<file path="config.mk">
export PLATFORM = sky130hd
export DESIGN_NAME = seven_segment_value_formatter_top
export DESIGN_NICKNAME = d
export VERILOG_FILES = /design/src/rtl/core/svf_pkg.sv /design/src/rtl/core/svf_front.sv /design/src/rtl/core/svf_queue.sv /design/src/rtl/core/svf_sender.sv /design/src/rtl/core/seven_segment_value_formatter_top.sv
export SDC_FILE = /design/constraint.sdc
export NUM_CORES = 1
export LEC_CHECK = 0
export BUFFER_PORTS_ARGS = -buffer_cell sky130_fd_sc_hd__buf_4
export CORE_UTILIZATION = 45
export DETAILED_ROUTE_END_ITERATION = 12
export GPL_ROUTABILITY_DRIVEN = 0
export GPL_TIMING_DRIVEN = 0
export REMOVE_ABC_BUFFERS = 1
export SLEW_MARGIN = 40
export SYNTH_ARGS = -nofsm -noshare
export SYNTH_HDL_FRONTEND = slang
export SYNTH_SLANG_ARGS = --single-unit
</file>
<file path="constraint.sdc">
create_clock -name clock -period 16 [get_ports clock]
set_input_delay 3.2 -clock clock [delete_from_list [all_inputs] [get_ports clock]]
set_output_delay 3.2 -clock clock [all_outputs]
set_load 0.005 [all_outputs]
</file>
<file path="src/rtl/core/svf_pkg.sv">
`default_nettype none
// ----------------------------------------------------------------------------
// svf_pkg
// Shared constants, types and the digit encoder for the seven-segment
// value formatter.
// ----------------------------------------------------------------------------
package svf_pkg;

   // request function codes
   localparam logic [2:0] FUNC_NUMBER = 3'd0;
   localparam logic [2:0] FUNC_TENTHS = 3'd1;
   localparam logic [2:0] FUNC_TIME   = 3'd2;
   localparam logic [2:0] FUNC_TEMP   = 3'd3;
   localparam logic [2:0] FUNC_ERROR  = 3'd4;
   localparam logic [2:0] FUNC_ON     = 3'd5;
   localparam logic [2:0] FUNC_OFF    = 3'd6;
   localparam logic [2:0] FUNC_BRIGHT = 3'd7;

   // csr register indexes
   localparam logic CSR_DIM_LEVEL  = 1'b0;
   localparam logic CSR_FULL_LEVEL = 1'b1;

   localparam logic [2:0] DIM_LEVEL_RST  = 3'd2;
   localparam logic [2:0] FULL_LEVEL_RST = 3'd7;

   // controller command bytes and special segments
   localparam logic [7:0] CMD_DATA  = 8'h40;
   localparam logic [7:0] CMD_ADDR  = 8'hC0;
   localparam logic [7:0] CMD_CTRL  = 8'h80;
   localparam logic [7:0] SEG_C     = 8'b0011_1001;
   localparam logic [7:0] SEG_E     = 8'b0111_1001;
   localparam logic [7:0] SEG_MINUS = 8'b0100_0000;
   localparam logic [7:0] SEG_COMMA = 8'b0001_0000;
   localparam logic [7:0] SEG_COLON = 8'h80;
   localparam logic [7:0] SEG_BLANK = 8'h00;

   // position of each byte in the seven-byte refresh
   localparam logic [2:0] BYTE_DATA = 3'd0;
   localparam logic [2:0] BYTE_ADDR = 3'd1;
   localparam logic [2:0] BYTE_SEG0 = 3'd2;
   localparam logic [2:0] BYTE_SEG1 = 3'd3;
   localparam logic [2:0] BYTE_SEG2 = 3'd4;
   localparam logic [2:0] BYTE_SEG3 = 3'd5;
   localparam logic [2:0] BYTE_CTRL = 3'd6;

   localparam int VALUE_W = 15;
   localparam int MAG_W   = 14;   // magnitude up to 9999

   // floor(r / 10) == (r * RECIP_TEN) >> RECIP_SHIFT for r < 16000
   localparam int RECIP_W     = 13;
   localparam int RECIP_SHIFT = 16;
   localparam logic [RECIP_W-1:0] RECIP_TEN = 13'd6554;

   localparam int QUEUE_DEPTH_DEFAULT = 2;

   // one formatted refresh, seg[0] is the left digit
   typedef struct packed {
      logic [3:0][7:0] seg;
      logic [7:0]      ctrl;
   } entry_type;

   function automatic logic [7:0] seg_digit(input logic [3:0] d);
      logic [7:0] s;
      case (d)
         4'd0:    s = 8'h3F;
         4'd1:    s = 8'h06;
         4'd2:    s = 8'h5B;
         4'd3:    s = 8'h4F;
         4'd4:    s = 8'h66;
         4'd5:    s = 8'h6D;
         4'd6:    s = 8'h7D;
         4'd7:    s = 8'h07;
         4'd8:    s = 8'h7F;
         4'd9:    s = 8'h6F;
         default: s = SEG_BLANK;
      endcase
      return s;
   endfunction

endpackage
`default_nettype wire

</file>
<file path="src/rtl/core/svf_front.sv">
`default_nettype none
// ----------------------------------------------------------------------------
// svf_front
// Request intake: display state, saturation, digit pipeline and formatting.
// ----------------------------------------------------------------------------
module svf_front (
   input  wire logic                  clock,
   input  wire logic                  reset,
   input  wire logic                  req_valid,
   output logic                       req_ready,
   input  wire logic [2:0]            func,
   input  wire logic [14:0]           value,
   input  wire logic [4:0]            hour,
   input  wire logic [5:0]            minute,
   input  wire logic                  bright_request,
   input  wire logic                  csr_we,
   input  wire logic                  csr_addr,
   input  wire logic [2:0]            csr_wdata,
   output svf_pkg::entry_type         push_entry,
   output logic                       push,
   input  wire logic                  queue_full
);

   typedef struct packed {
      logic [2:0]                      mode;
      logic                            neg;
      logic [7:0]                      ctrl;
      logic [svf_pkg::MAG_W-1:0]       rem;
      logic [2:0][3:0]                 dig;   // units, tens, hundreds
   } stage_type;

   localparam int PROD_W = svf_pkg::MAG_W + svf_pkg::RECIP_W;
   localparam int QUOT_W = PROD_W - svf_pkg::RECIP_SHIFT;

   logic [2:0]  dim_level_ff, dim_level_in;
   logic [2:0]  full_level_ff, full_level_in;
   logic [2:0]  mode_ff, mode_in;
   logic signed [svf_pkg::VALUE_W-1:0] value_ff, value_in;
   logic        on_ff, on_in;
   logic        bright_ff, bright_in;

   logic [3:0]  vld_ff, vld_in;
   stage_type   stg_ff [0:3];
   stage_type   stg_in [0:3];
   logic [PROD_W-1:0] prod [1:3];
   logic [QUOT_W-1:0] quot [1:3];
   logic [svf_pkg::MAG_W-1:0] rest [1:3];

   logic        advance, accept, emit;
   logic signed [svf_pkg::VALUE_W-1:0] v_s, hm;
   logic [4:0]  hour_c;
   logic [5:0]  minute_c;
   logic [2:0]  lvl;
   logic [3:0]  d0, d1, d2, d3;

   assign advance   = !(vld_ff[3] && queue_full);
   assign req_ready = advance;
   assign accept    = req_valid && advance;
   assign push      = vld_ff[3] && !queue_full;

   assign v_s      = $signed(value);
   assign hour_c   = (hour > 5'd23) ? 5'd23 : hour;
   assign minute_c = (minute > 6'd59) ? 6'd59 : minute;
   assign hm       = $signed(15'(hour_c) * 15'd100 + 15'(minute_c));

   // csr writes
   always_comb begin
      dim_level_in  = dim_level_ff;
      full_level_in = full_level_ff;
      if (csr_we) begin
         if (csr_addr == svf_pkg::CSR_DIM_LEVEL) dim_level_in = csr_wdata;
         if (csr_addr == svf_pkg::CSR_FULL_LEVEL) full_level_in = csr_wdata;
      end
   end

   // display state update on accept
   always_comb begin
      mode_in   = mode_ff;
      value_in  = value_ff;
      on_in     = on_ff;
      bright_in = bright_ff;
      emit      = 1'b1;
      unique case (func)
         svf_pkg::FUNC_NUMBER, svf_pkg::FUNC_TENTHS, svf_pkg::FUNC_TIME,
         svf_pkg::FUNC_TEMP, svf_pkg::FUNC_ERROR: begin
            mode_in = func;
            on_in   = 1'b1;
         end
         svf_pkg::FUNC_ON:  on_in = 1'b1;
         svf_pkg::FUNC_OFF: on_in = 1'b0;
         default: begin
            bright_in = bright_request;
            emit      = on_ff;
         end
      endcase
      unique case (func)
         svf_pkg::FUNC_NUMBER:
            value_in = (v_s < 0) ? 15'sd0 : ((v_s > 15'sd9999) ? 15'sd9999 : v_s);
         svf_pkg::FUNC_TENTHS:
            value_in = (v_s < 0) ? 15'sd0 : ((v_s > 15'sd999) ? 15'sd999 : v_s);
         svf_pkg::FUNC_TIME:
            value_in = hm;
         svf_pkg::FUNC_TEMP:
            value_in = (v_s < -15'sd99) ? -15'sd99 : ((v_s > 15'sd99) ? 15'sd99 : v_s);
         svf_pkg::FUNC_ERROR:
            value_in = (v_s < 0) ? 15'sd0 : ((v_s > 15'sd99) ? 15'sd99 : v_s);
         default: value_in = value_ff;
      endcase
   end

   assign lvl = bright_in ? full_level_ff : dim_level_ff;

   // digit pipeline: one divide by ten per stage
   always_comb begin
      vld_in        = vld_ff;
      stg_in[0]     = stg_ff[0];
      vld_in[0]     = accept && emit;
      if (accept) begin
         stg_in[0].mode = mode_in;
         stg_in[0].neg  = value_in[svf_pkg::VALUE_W-1];
         stg_in[0].ctrl = svf_pkg::CMD_CTRL | {4'b0000, on_in, lvl};
         stg_in[0].rem  = value_in[svf_pkg::VALUE_W-1]
                          ? svf_pkg::MAG_W'(-value_in)
                          : svf_pkg::MAG_W'(value_in);
         stg_in[0].dig  = '0;
      end
      for (int s = 1; s < 4; s++) begin
         prod[s]      = PROD_W'(stg_ff[s-1].rem) * PROD_W'(svf_pkg::RECIP_TEN);
         quot[s]      = prod[s][PROD_W-1:svf_pkg::RECIP_SHIFT];
         rest[s]      = stg_ff[s-1].rem - svf_pkg::MAG_W'(quot[s]) * svf_pkg::MAG_W'(10);
         vld_in[s]    = vld_ff[s-1];
         stg_in[s]    = stg_ff[s-1];
         stg_in[s].rem = svf_pkg::MAG_W'(quot[s]);
         stg_in[s].dig[s-1] = rest[s][3:0];
      end
   end

   always_ff @(posedge clock) begin
      if (reset) begin
         dim_level_ff  <= svf_pkg::DIM_LEVEL_RST;
         full_level_ff <= svf_pkg::FULL_LEVEL_RST;
         mode_ff       <= svf_pkg::FUNC_NUMBER;
         value_ff      <= '0;
         on_ff         <= 1'b0;
         bright_ff     <= 1'b0;
         vld_ff        <= '0;
      end else begin
         dim_level_ff  <= dim_level_in;
         full_level_ff <= full_level_in;
         if (accept) begin
            mode_ff   <= mode_in;
            value_ff  <= value_in;
            on_ff     <= on_in;
            bright_ff <= bright_in;
         end
         if (advance) vld_ff <= vld_in;
      end
   end

   always_ff @(posedge clock) begin
      if (advance) begin
         for (int s = 0; s < 4; s++) stg_ff[s] <= stg_in[s];
      end
   end

   // formatting of the finished digits
   assign d0 = stg_ff[3].dig[0];
   assign d1 = stg_ff[3].dig[1];
   assign d2 = stg_ff[3].dig[2];
   assign d3 = stg_ff[3].rem[3:0];

   always_comb begin
      push_entry.ctrl = stg_ff[3].ctrl;
      push_entry.seg  = '0;
      unique case (stg_ff[3].mode)
         svf_pkg::FUNC_NUMBER: begin
            push_entry.seg[0] = (d3 != 4'd0) ? svf_pkg::seg_digit(d3) : svf_pkg::SEG_BLANK;
            push_entry.seg[1] = (d3 != 4'd0 || d2 != 4'd0)
                                ? svf_pkg::seg_digit(d2) : svf_pkg::SEG_BLANK;
            push_entry.seg[2] = (d3 != 4'd0 || d2 != 4'd0 || d1 != 4'd0)
                                ? svf_pkg::seg_digit(d1) : svf_pkg::SEG_BLANK;
            push_entry.seg[3] = svf_pkg::seg_digit(d0);
         end
         svf_pkg::FUNC_TIME: begin
            push_entry.seg[0] = svf_pkg::seg_digit(d3);
            push_entry.seg[1] = svf_pkg::seg_digit(d2) | svf_pkg::SEG_COLON;
            push_entry.seg[2] = svf_pkg::seg_digit(d1);
            push_entry.seg[3] = svf_pkg::seg_digit(d0);
         end
         svf_pkg::FUNC_TENTHS: begin
            push_entry.seg[0] = (d2 != 4'd0) ? svf_pkg::seg_digit(d2) : svf_pkg::SEG_BLANK;
            push_entry.seg[1] = svf_pkg::seg_digit(d1);
            push_entry.seg[2] = svf_pkg::SEG_COMMA;
            push_entry.seg[3] = svf_pkg::seg_digit(d0);
         end
         svf_pkg::FUNC_TEMP: begin
            // minus sits left of a non-zero tens digit, else in its place
            push_entry.seg[0] = (d1 != 4'd0 && stg_ff[3].neg)
                                ? svf_pkg::SEG_MINUS : svf_pkg::SEG_BLANK;
            push_entry.seg[1] = (d1 != 4'd0) ? svf_pkg::seg_digit(d1)
                              : (stg_ff[3].neg ? svf_pkg::SEG_MINUS : svf_pkg::SEG_BLANK);
            push_entry.seg[2] = svf_pkg::seg_digit(d0);
            push_entry.seg[3] = svf_pkg::SEG_C;
         end
         default: begin
            push_entry.seg[0] = svf_pkg::SEG_BLANK;
            push_entry.seg[1] = (d1 != 4'd0) ? svf_pkg::SEG_E : svf_pkg::SEG_BLANK;
            push_entry.seg[2] = (d1 != 4'd0) ? svf_pkg::seg_digit(d1) : svf_pkg::SEG_E;
            push_entry.seg[3] = svf_pkg::seg_digit(d0);
         end
      endcase
   end

endmodule
`default_nettype wire

</file>
<file path="src/rtl/core/svf_queue.sv">
`default_nettype none
// ----------------------------------------------------------------------------
// svf_queue
// Short queue of formatted refreshes between intake and byte sender.
// ----------------------------------------------------------------------------
module svf_queue #(
   parameter int DEPTH = svf_pkg::QUEUE_DEPTH_DEFAULT
) (
   input  wire logic                 clock,
   input  wire logic                 reset,
   input  wire logic                 push,
   input  wire svf_pkg::entry_type   push_entry,
   output logic                      full,
   input  wire logic                 pop,
   output svf_pkg::entry_type        head,
   output logic                      not_empty,
   output logic [$clog2(DEPTH+1)-1:0] level
);

   localparam int PTR_W = (DEPTH > 1) ? $clog2(DEPTH) : 1;
   localparam int CNT_W = $clog2(DEPTH + 1);

   svf_pkg::entry_type mem_ff [0:DEPTH-1];
   logic [PTR_W-1:0] wr_ptr_ff, wr_ptr_in;
   logic [PTR_W-1:0] rd_ptr_ff, rd_ptr_in;
   logic [CNT_W-1:0] count_ff, count_in;

   assign full      = (count_ff == CNT_W'(DEPTH));
   assign not_empty = (count_ff != '0);
   assign head      = mem_ff[rd_ptr_ff];
   assign level     = count_ff;

   always_comb begin
      wr_ptr_in = wr_ptr_ff;
      rd_ptr_in = rd_ptr_ff;
      count_in  = count_ff;
      if (push) wr_ptr_in = (wr_ptr_ff == PTR_W'(DEPTH - 1)) ? '0 : wr_ptr_ff + 1'b1;
      if (pop)  rd_ptr_in = (rd_ptr_ff == PTR_W'(DEPTH - 1)) ? '0 : rd_ptr_ff + 1'b1;
      if (push && !pop) count_in = count_ff + 1'b1;
      if (pop && !push) count_in = count_ff - 1'b1;
   end

   always_ff @(posedge clock) begin
      if (reset) begin
         wr_ptr_ff <= '0;
         rd_ptr_ff <= '0;
         count_ff  <= '0;
      end else begin
         wr_ptr_ff <= wr_ptr_in;
         rd_ptr_ff <= rd_ptr_in;
         count_ff  <= count_in;
      end
   end

   always_ff @(posedge clock) begin
      if (push) mem_ff[wr_ptr_ff] <= push_entry;
   end

endmodule
`default_nettype wire

</file>
<file path="src/rtl/core/svf_sender.sv">
`default_nettype none
// ----------------------------------------------------------------------------
// svf_sender
// Walks the seven bytes of the queue head into the output register.
// ----------------------------------------------------------------------------
module svf_sender (
   input  wire logic                clock,
   input  wire logic                reset,
   input  wire svf_pkg::entry_type  head,
   input  wire logic                not_empty,
   output logic                     pop,
   output logic                     rsp_valid,
   input  wire logic                rsp_ready,
   output logic [7:0]               frame_byte,
   output logic                     start_before,
   output logic                     stop_after,
   output logic                     last
);

   logic [2:0] idx_ff, idx_in;
   logic       valid_ff, valid_in;
   logic [7:0] byte_ff, byte_in;
   logic       start_ff, start_in;
   logic       stop_ff, stop_in;
   logic       last_ff, last_in;
   logic       load;
   logic [2:0] seg_off;

   assign load    = not_empty && (!valid_ff || rsp_ready);
   assign pop     = load && (idx_ff == svf_pkg::BYTE_CTRL);
   assign seg_off = idx_ff - svf_pkg::BYTE_SEG0;

   always_comb begin
      byte_in  = svf_pkg::CMD_DATA;
      start_in = 1'b1;
      stop_in  = 1'b1;
      last_in  = 1'b0;
      unique case (idx_ff) inside
         svf_pkg::BYTE_DATA: ;
         svf_pkg::BYTE_ADDR: begin
            byte_in = svf_pkg::CMD_ADDR;
            stop_in = 1'b0;
         end
         svf_pkg::BYTE_SEG0, svf_pkg::BYTE_SEG1, svf_pkg::BYTE_SEG2,
         svf_pkg::BYTE_SEG3: begin
            byte_in  = head.seg[seg_off[1:0]];
            start_in = 1'b0;
            stop_in  = (idx_ff == svf_pkg::BYTE_SEG3);
         end
         svf_pkg::BYTE_CTRL: begin
            byte_in = head.ctrl;
            last_in = 1'b1;
         end
         default: ;
      endcase
   end

   always_comb begin
      idx_in   = idx_ff;
      valid_in = valid_ff;
      if (load) begin
         idx_in   = (idx_ff == svf_pkg::BYTE_CTRL) ? svf_pkg::BYTE_DATA : idx_ff + 3'd1;
         valid_in = 1'b1;
      end else if (rsp_ready) begin
         valid_in = 1'b0;
      end
   end

   always_ff @(posedge clock) begin
      if (reset) begin
         idx_ff   <= svf_pkg::BYTE_DATA;
         valid_ff <= 1'b0;
      end else begin
         idx_ff   <= idx_in;
         valid_ff <= valid_in;
      end
   end

   always_ff @(posedge clock) begin
      if (load) begin
         byte_ff  <= byte_in;
         start_ff <= start_in;
         stop_ff  <= stop_in;
         last_ff  <= last_in;
      end
   end

   assign rsp_valid    = valid_ff;
   assign frame_byte   = byte_ff;
   assign start_before = start_ff;
   assign stop_after   = stop_ff;
   assign last         = last_ff;

endmodule
`default_nettype wire

</file>
<file path="src/rtl/core/seven_segment_value_formatter_top.sv">
`default_nettype none
// ----------------------------------------------------------------------------
// seven_segment_value_formatter_top
// Formats values for a four-digit seven-segment display controller.
// ----------------------------------------------------------------------------
// Each request (number, tenths, time, temperature, error, on, off or set
// brightness) yields the seven-byte refresh frame for the display controller,
// one byte per rsp_ beat: data command, address command, four segment bytes
// (left digit first) and the display control byte. A set-brightness request
// while the display is off only updates the flag and sends nothing. The
// intake takes a request every cycle while the refresh queue has room; the
// first byte passes the input stage, three divide-by-ten stages, the queue and
// the output register. Sustained throughput is set by the result port, which
// moves one byte per cycle while rsp_tready is high. The brightness levels are
// sampled when a request is taken, so write them only while the block is idle.
// ----------------------------------------------------------------------------
module seven_segment_value_formatter_top #(
   parameter int QUEUE_DEPTH = svf_pkg::QUEUE_DEPTH_DEFAULT
) (
   input  wire logic        clock,
   input  wire logic        reset,
   // request channel
   input  wire logic        req_tvalid,
   output logic             req_tready,
   input  wire logic [31:0] req_tdata,  // value[14:0], hour[19:15], minute[25:20],
                                        // bright_request[26], zero fill
   input  wire logic [2:0]  req_tuser,  // func[2:0]
   // result channel
   output logic             rsp_tvalid,
   input  wire logic        rsp_tready,
   output logic [15:0]      rsp_tdata,  // frame_byte[7:0], start_before[8],
                                        // stop_after[9], zero fill
   output logic             rsp_tlast,  // last byte of the refresh
   // csr write port
   input  wire logic        csr_we,
   input  wire logic        csr_addr,
   input  wire logic [2:0]  csr_wdata
);

   localparam int CNT_W = $clog2(QUEUE_DEPTH + 1);

   svf_pkg::entry_type push_entry;   // formatted refresh into the queue
   svf_pkg::entry_type head;         // oldest refresh, being sent
   logic               push, pop, q_full, q_valid;
   logic [CNT_W-1:0]   q_level;
   logic [7:0]         frame_byte;
   logic               start_before, stop_after;

   // intake: state, saturation, digit pipeline, formatting
   svf_front u_front (
      .clock          (clock),
      .reset          (reset),
      .req_valid      (req_tvalid),
      .req_ready      (req_tready),
      .func           (req_tuser),
      .value          (req_tdata[14:0]),
      .hour           (req_tdata[19:15]),
      .minute         (req_tdata[25:20]),
      .bright_request (req_tdata[26]),
      .csr_we         (csr_we),
      .csr_addr       (csr_addr),
      .csr_wdata      (csr_wdata),
      .push_entry     (push_entry),
      .push           (push),
      .queue_full     (q_full)
   );

   // decouples intake from the byte sender
   svf_queue #(
      .DEPTH (QUEUE_DEPTH)
   ) u_queue (
      .clock      (clock),
      .reset      (reset),
      .push       (push),
      .push_entry (push_entry),
      .full       (q_full),
      .pop        (pop),
      .head       (head),
      .not_empty  (q_valid),
      .level      (q_level)
   );

   // byte sender with output register
   svf_sender u_sender (
      .clock        (clock),
      .reset        (reset),
      .head         (head),
      .not_empty    (q_valid),
      .pop          (pop),
      .rsp_valid    (rsp_tvalid),
      .rsp_ready    (rsp_tready),
      .frame_byte   (frame_byte),
      .start_before (start_before),
      .stop_after   (stop_after),
      .last         (rsp_tlast)
   );

   assign rsp_tdata = {6'b000000, stop_after, start_before, frame_byte};

   // --- checks ---
   // queue occupancy stays within its depth
   a_queue_level: assert property (@(posedge clock) disable iff (reset)
      q_level <= CNT_W'(QUEUE_DEPTH))
      else $error("refresh queue overfilled");

   // a refresh is only retired when one is present
   a_pop_valid: assert property (@(posedge clock) disable iff (reset)
      pop |-> q_valid)
      else $error("pop from empty refresh queue");

   // the intake never pushes into a full queue
   a_push_room: assert property (@(posedge clock) disable iff (reset)
      push |-> !q_full)
      else $error("push into full refresh queue");

   // the control byte closes the refresh with start and stop
   a_last_frame: assert property (@(posedge clock) disable iff (reset)
      (rsp_tvalid && rsp_tlast) |-> (rsp_tdata[8] && rsp_tdata[9]))
      else $error("last byte without start and stop");

endmodule
`default_nettype wire

</file>
==> summary.md <==
| Metric | Value |
|---|---|
| Status | completed |
| Most frequent cells in the layout | ha_1, inv_1, edfxtp_1 |
| Share of layout cells above drive strength 1 | 0.0825 |
| Vias per cell | 5.21 |
| Critical Path RT | 16.25 ns |
| Final setup fails | 0 |
| Max Clock Freq | 0.149 GHz |
| Crit start category | input port |
| Mux contribution to synthesized area | 0.0300 |
| Sequential share of the synthesized area | 0.343 |
| Area growth syn-to-layout | 10.8% |
| Synth Instances | between 1,500 and 2,000 |
| Syn avg cell area | between 10 and 15 um2 |
| Critical path, cell by cell | buf_4 > a21o_1 > ha_1 > ha_1 > ha_1 > inv_1 > fa_1 > xor2_1 > nand3b_1 > nor4b_1 > nor2b_1 > xnor2_1 > o21ai_0 > nand4b_1 > o21ai_0 > xnor2_1 |
| Initial DRT Pass Iterations | 5 |
| WP buf/inv | 2 |
| XOR/XNOR Fraction of Synth Area | 0.0333 |
| Die height | 198 um |
| Detail Route Antenna Nets | 0 |
| Adder-Cell Fraction of Synth Area | 0.335 |
| Vias in the first global route | 11,500 |
| Ant diodes | 0 |
| Clk Latency, worst-skew pair | 0.55 ns |
| Initial antenna violation count | 0 |
| Most common cell after layout, fill and taps aside | ha_1 |
| I/O pin count | 63 |
| Yosys top cell area share | 0.298 |
| Main combinational cell family by area after synthesis | adder cells |
| Critical-path top delay cell | o21ai_0 |
| Final wirelength | 33,100 um |
| Synth Area in Compound Gates | 0.102 |
| Crit path kind | in -> reg |
| Leading area contributor after synthesis | edfxtp_1 |
| H-Tree Depth | 1 |
| Overall global routing resource usage | 0.176 |
| CTS-repair resized insts | 0 |
| Period utilisation layout | 0.420 |
| Routed WL per cell | 15.1 um |
| Root buffer cell | clkbuf_16 |
| Core Box Area | 37,800 um2 |
| IO Port Bufs | 51 |
| Ys Warns | 0 |
| WP data arrival | 6.96 ns |
| Iteration-0 DRC Markers | 559 |
| Count of final hold-check violations | 0 |
| Post-CTS Setup Bufs | 0 |
| CTS Hold Buffers Added | 0 |
| Most used cell, CP | ha_1 |
| Final Max Tran Viols | 0 |
| # Max-Cap Violations | 0 |
| Minimum clock period | about 6.7 ns |
| Layout Nets | 2,094 |
| Die Span X | 198 um |
| CTS Buffer Depth | 3 |
| Largest stage delay, worst path | 0.45 ns |
| Actual slew at the worst max-slew pin | about 0.7 ns |
| Setup crit end kind | flip-flop |
| CP top delay family | adder cells |
| DRC | 0 |
| Rows | 71 |
| Post-synth EDFFs | 172 |
| DIE AREA | 39,400 um2 |
| Post-Route Setup TNS | 0 ns |
| RSZ-0062 raised after global routing | false |
| Effective utilization at floorplan | 0.459 |
| TritonCTS Buffers | 25 |
| Max_slew headroom | 0.527 |
| CP Max Fanout | 9 |
| Simple-gate share of the synthesized area | 0.0869 |
| HPWL Detailed | 26,600 um |
| Library cells used by synthesis | 76 |
| Hold Crit Class | reg -> reg |
| Clock Sinks | 211 |
| Clock transition at the registers of the reported paths | 0.06 ns |
| CTS tree | done |
| Yosys reg bits | ~210 |
| Post-Route Skew | 0.0343 ns |
| Global-route wire length before repair | 56,000 um |
| Vias | 11,400 |
| Predominant post-synthesis flop cell | edfxtp_1 |
| Pin count of the biggest net entering global routing | between 40 and 50 |
| Synth async-reset ratio | 0 |
| Cell Area, Synth | about 17,000 um2 |
| Remaining Overflow, GRT | 0 |
| Top cells by area, synth | edfxtp_1, ha_1, fa_1 |
[cells in the mapped netlist, drive strengths merged, types with 9 or more instances]
library cell    n
o21ai          72
a31oi          12
clkbuf         35
fa            114
o21a            9
mux2i          16
nor3           27
inv           261
nor2           98
o22ai          15
nand2b         16
and3           10
a211oi         10
nand3          15
xor2           17
a21oi          77
edfxtp        172
a21o           16
ha            282
buf            15
dfxtp          39
and2           16
a211o           9
nand2          84
xnor2          49
mux4           14
nor2b          11
[per-layer routing]
layer / vias to the layer above / share of wire / track usage
met5: - / 0 / 0
li1: 5669 / - / -
met4: 0 / 0.022 / 0.0411
met2: 244 / 0.48 / 0.302
met3: 56 / 0.041 / 0.0198
met1: 5416 / 0.46 / 0.238
[logic make-up (layout without fill, tap and decap cells)]
group                      after synthesis  after routing
DFF                                    211            211
muxes                                   34             34
other                                    1              6
buffers and inverters                  311            367
adders and majority gates              397            397
AOI/OAI and AO/OA                      279            279
and+or+nand+nor                        313            313
xor gates and xnor gates                66             66
[worst paths after layout]
kind | start | to | slack (ns) | cells past startpoint
min | u_front.stg_ff[0][29] | u_front.stg_ff[1][29] | 0.39 | 0
max | req_tdata[18] | u_front.stg_ff[0][24] | 9.29 | 16
max reg2reg | u_front.stg_ff[0][15] | u_front.stg_ff[1][22] | 10.10 | 19
min reg2reg | u_front.stg_ff[0][29] | u_front.stg_ff[1][29] | 0.39 | 0
[registers in the layout (all words and copies together), names as in the netlist, 2 cells and up, named ones only]
name and flops:
u_front.dim_level_ff 3, u_front.full_level_ff 3, u_front.mode_ff 3, u_front.stg_ff 95, u_front.value_ff 15, u_front.vld_ff 4, u_queue.level 2, u_queue.mem_ff 66
u_sender.frame_byte 8, u_sender.idx_ff 3
[worst register-to-register path, cell delays in order, from the launching register on]
cell and delay [ns]:
edfxtp_1 0.53, ha_1 0.37, inv_1 0.06, fa_1 0.53, inv_1 0.07, fa_1 0.54, inv_1 0.06, fa_1 0.52
inv_1 0.05, fa_1 0.47, ha_1 0.35, o21a_1 0.12, o21ai_0 0.28, o21ai_0 0.19, o31ai_1 0.45, o21ai_0 0.28
o31a_1 0.32, a21oi_1 0.22, o21bai_1 0.11, xnor2_1 0.12
[area by class of cell]
class / count / area, um2
Sequential cell: 211 / 5950
Tap cell: 511 / 639
Clock buffer: 29 / 651
Inverter: 261 / 981
Fill cell: 3421 / 18600
Timing Repair Buffer: 60 / 498
Multi-Input combinational cell: 1095 / 10200
Clock inverter: 17 / 262
[per-stage QoR]
step	cells	util	hold WS (ns)	instance area (um2)	setup slack (ns)
after CTS	2184	0.508	0.397	19200	9.32
after global placement	2129	0.480	0.401	18200	8.64
after global routing	2184	0.508	0.392	19200	9.11
after floorplan	1567	-	0.400	17200	9.44
after detailed placement	2138	0.484	0.405	18300	8.79
final	2184	0.508	0.389	19200	9.29
Power is left out: the tool's default activity adds up to more than one toggle a clock period on the data nets, which glitch-free logic cannot reach.
